--- src/design/ffrwl_pkg.sv ---
// Package for the FIFO-fair reader-writer lock manager.
// Holds sizes, request and event codes, and the waiter entry type.
// No dependencies; every other file imports it.
package ffrwl_pkg;

    localparam int QUEUE_DEPTH = 16;
    localparam int ID_BITS     = 8;
    localparam int IDX_BITS    = $clog2(QUEUE_DEPTH);
    localparam int FILL_BITS   = $clog2(QUEUE_DEPTH + 1);
    localparam int RC_BITS     = 8;
    localparam int WAKE_LIMIT  = 15;
    localparam int WAKE_BITS   = $clog2(WAKE_LIMIT + 1);

    localparam logic [RC_BITS-1:0]   RC_MAX     = {RC_BITS{1'b1}};
    localparam logic [FILL_BITS-1:0] FILL_FULL  = FILL_BITS'(QUEUE_DEPTH);
    localparam logic [WAKE_BITS-1:0] WAKE_FINAL = WAKE_BITS'(WAKE_LIMIT - 1);

    typedef enum logic [1:0] {
        OP_RD_LOCK   = 2'd0,
        OP_RD_UNLOCK = 2'd1,
        OP_WR_LOCK   = 2'd2,
        OP_WR_UNLOCK = 2'd3
    } opcode_t;

    typedef enum logic [2:0] {
        EV_GRANT    = 3'd0,
        EV_QUEUED   = 3'd1,
        EV_WOKEN    = 3'd2,
        EV_RELEASED = 3'd3,
        EV_FULL     = 3'd4,
        EV_ERROR    = 3'd5
    } event_t;

    typedef struct packed {
        logic [ID_BITS-1:0] id;
        logic               wants_write;
    } waiter_t;

endpackage

--- src/design/ffrwl_cell.sv ---
// One slot of the waiter queue; slots form a chain that shifts toward the head.
// Depends on ffrwl_pkg for waiter_t.
module ffrwl_cell
    import ffrwl_pkg::*;
(
    input  logic    clk,
    input  logic    shift,
    input  logic    load,
    input  waiter_t load_data,
    input  waiter_t right,
    output waiter_t q
);

    waiter_t slot_reg;
    waiter_t slot_next;

    always_comb
    begin
        slot_next = slot_reg;
        priority if (shift)
        begin
            slot_next = right;       // advance toward the head
        end
        else if (load)
        begin
            slot_next = load_data;
        end
        else
        begin
            slot_next = slot_reg;    // hold
        end
    end

    always_ff @(posedge clk)
    begin
        slot_reg <= slot_next;
    end

    assign q = slot_reg;

endmodule

--- config.mk ---
export PLATFORM = sky130hd
export DESIGN_NAME = ffrwl_cell
export DESIGN_NICKNAME = d
export VERILOG_FILES = /design/src/design/ffrwl_pkg.sv /design/src/design/ffrwl_cell.sv
export SDC_FILE = /design/constraint.sdc
export NUM_CORES = 1
export LEC_CHECK = 0
export BUFFER_PORTS_ARGS = -buffer_cell sky130_fd_sc_hd__buf_2
export CAP_MARGIN = 30
export CORE_AREA = 5 5 42 44
export DETAILED_ROUTE_END_ITERATION = 8
export DIE_AREA = 0 0 47 49
export PLACE_DENSITY = 0.61
export SLEW_MARGIN = 20
export SYNTH_ARGS = -nofsm -noshare
export SYNTH_HDL_FRONTEND = slang
export SYNTH_SLANG_ARGS = --single-unit
--- constraint.sdc ---
create_clock -name clk -period 2.6 [get_ports clk]
set_input_delay 0.39 -clock clk [delete_from_list [all_inputs] [get_ports clk]]
set_output_delay 0.39 -clock clk [all_outputs]
set_load 0.05 [all_outputs]
# Word-level counts from Yosys, hierarchy flattened

Index checks and enable logic that the tools add are counted.

Muxes and demuxes: 2
Reductions and logical operators: 1

Operators by type and width:

| operator           | number |
|---|---|
| $mux W9            | 2 |
| $reduce_bool A2 Y1 | 1 |

Bits in registers: 9

# Depth between registers and ports, before layout

Depth after elaboration: 2
Mapped depth: 2
Mapped depth without buffers: 1

# Worst setup path before layout

No wires, ideal clock.

Kind: input to register
Start: input port shift
End: register slot_reg, in the netlist q[0] (enable)
Library setup time: 0.288 ns
Arrival: 0.857 ns
Data required time: 2.312 ns
Setup slack: 1.455 ns
Stages on the path: 2
Buffers on the path: 1
Cells stage by stage: buf_6 or2_1

Longest elaborated chain between the ends: 1

Ends and longest elaborated chain:

| item                                | RTL line         | source |
|---|---|---|
| from (decl)                         | ffrwl_cell.sv:7  | `input logic shift,` |
| $reduce_bool A2 Y1 (no source line) | -                |  |
| to (signal assigned)                | ffrwl_cell.sv:36 | `slot_reg <= slot_next;` |
| to (decl)                           | ffrwl_cell.sv:14 | `waiter_t slot_reg;` |

No other way between the ends.
A chain may end at the register's enable or synchronous reset.

# Final worst setup path

Start: register slot_reg, in the netlist q[2]
End: output port q[2] (netlist name)

RTL lines:

| item      | RTL line         | source |
|---|---|---|
| to (decl) | ffrwl_cell.sv:11 | `output waiter_t q` |

No word-level cell between the ends.

==> impl_metrics.csv <==
group,metric,value,unit
synth,synth.cell_area,422.9,um2
sta,final.period_utilization,47.10,%
worst_hold_path,holdCritStartpoint,"load_data[7]",
grt,grt_remaining_overflow,0,
routing,antenna_violating_nets_remaining,0,
sta,setup_repair_after_global_routing_missed_its_margin,"false",
routing,first_pass_iters,4,
routing,drc,0,
setup_path,endpoint_kind,"output port",
floorplan,coreArea,0.001401,mm2
synth,synth.yosys.seq_area_share,63.91,%
grt,grt_antenna_before_repair,0,
setup_path,timing.critical_path.cells,"buf_2",
grt,gr-usage-all-layers,7.637,%
clock_tree,tritoncts_num_sinks,9,
grt,first_global_vias,286,
worst_hold_path,hold_path_class,"input pin to flop",
setup_path,cp_slowest_cell,"edfxtp_1",
grt,grt_start_max_net_pins,11,
floorplan,floorplan.die.width,47,um
cells_and_area,storage_element_area,270.3,um2
worst_hold_path,hold_crit_depth,2,
cells_and_area,syn2layout_area_growth,42.60,%
setup_path,cp.required,2.21,ns
clock_tree,htreeDepth,1,
routing,routed_vias_inst,4.132,
clock_tree,ctsRootBufferMaster,"clkbuf_4",
worst_hold_path,hold-path-endpoint,"q[7]",
floorplan,row_count,14,
setup_path,cp.buffers_inverters,1,
synth,avgSynthCellArea,21.15,um2
routing,drt_iter0_markers,1,
routing,overall_via_count_from_detail_route,281,
synth,synth_nets,41,
clock_tree,post_cts.repair.setup_buffers,0,
synth,synth_cells,20,
pwr,p_leak,0.2965,nW
setup_path,crit_path_start_kind,"flop",
synth,distinct_cells_synth,4,
floorplan,io_pins,30,
status,status,"finished clean",
floorplan,die_area,0.002303,mm2
setup_path,worstSetupPathType,"flop to output port",
place,numPortBuffers,29,
routing,avgRoutedWirePerCell,11.04,um
cells_and_area,insertedDiodeCount,0,
setup_path,cp_top_family,"flip-flops",
pwr,ir_worst_vdd,0.1965,mV
clock_tree,cts-resized-gates,0,
cells_and_area,area_of_the_multi_input_gates,141.4,um2
sta,max_fclk,0.8166,GHz
cells_and_area,final_cell_mix,"buf_2, mux2_4, edfxtp_1, clkbuf_4",
pwr,power.density,656.1,mW/mm2
place,place.gp.congestion,0.6501,
cells_and_area,final_common_cell,"buf_2",
sta,period_needed,1.225,ns
setup_path,cpPeakStageDelay,0.36,ns
sta,slew_headroom,75.93,%
floorplan,initial_utilization,30.18,%
cells_and_area,filler_cell_count,154,
sta,setup-violations-final,0,
setup_path,worst-endpoint-arrival,0.83,ns
clock_tree,clk_pin_slew_worst_paths,0.06,ns
run,timing.max_cap.violations,0,
clock_tree,numCtsBuffers,3,
place,placement.cell_area,576.8,um2
cells_and_area,finish.instance_area,603.1,um2
cells_and_area,drive_gt1_share,78.85,%
clock_tree,ctsLongestPathBuffers,2,
sta,hold_viol,0,
floorplan,die_h,49,um
cells_and_area,final_nets,74,
sta,timing_max_transition_violations_final,0,
cells_and_area,largest_register_ff_count,9,
sta,tns,0,ns
setup_path,timing.critical_path.fanout_max,1,
routing,total_routed_length,751,um
sta,worst_pin_slew,0.3610,ns
grt,first_pass_grt_wire_length,1159,um
synth,ys_warn_count,0,
synth,synth-seq-cells,9,
clock_tree,tritoncts,"yes",
clock_tree,cts-hold-fix-buffers,0,
==> synth_stat cells (all sizes together) <==
master	count	area [um2]
or2	1	6.260
edfxtp	9	270.3
buf	1	11.26
mux2	9	135.1
==> worst max path at each step <==
stage / start / endpoint / slack, ns / cells past startpoint
2_1_floorplan: shift / q[0] / 1.45 / 2
3_3_place_gp: shift / q[4] / 1.24 / 2
3_5_place_dp: shift / q[4] / 1.21 / 2
4_1_cts: q[2] / q[2] / 1.36 / 1
5_1_grt: q[7] / q[7] / 1.34 / 1
6_report: q[2] / q[2] / 1.38 / 1
==> cell type report <==
cell class / instances / area share (%)
clock buffers: 4 / 4.357
multi-input cells: 10 / 23.44
well taps: 16 / 3.320
flip-flops and latches: 9 / 44.81
repair buffers: 29 / 24.07
==> cells by family after synthesis <==
family | count (synthesis) | synth area share (%)
muxes | 9 | 31.95
DFF | 9 | 63.91
and+or+nand+nor | 1 | 1.480
buffers and inverters | 1 | 2.663
==> where the power goes <==
| group | internal, mW | switching (mW) | leakage (nW) | total, mW |
|---|---|---|---|---|
| registers | 0.178 | 0.00319 | 0.0917 | 0.181 |
| clock network | 0.0589 | 0.0450 | 0.0150 | 0.104 |
| logic | 0.0373 | 0.0731 | 0.190 | 0.110 |
| total | 0.274 | 0.121 | 0.297 | 0.396 |
==> through the flow <==
step	total power [mW]	util [%]	std cells	hold slack [ns]	setup WS [ns]
after CTS	0.4019	43.04	68	0.4248	1.355
after global routing	0.4092	43.04	68	0.4218	1.341
after global placement	0.2960	41.16	64	0.6948	1.236
after detailed placement	0.2966	41.16	64	0.6934	1.213
after floorplan	0.2674	-	20	0.6075	1.455
final	0.3957	43.04	68	0.4321	1.375
==> routing by layer <==
layer,vias up,global-route usage [%],wire [um]
met2,19,10.41,370
met4,0,9.677,19
met3,2,1.476,82
met1,119,8.257,278
li1,141,-,-
met5,-,0,0
Note: power is estimated with default switching activity, not from simulation.
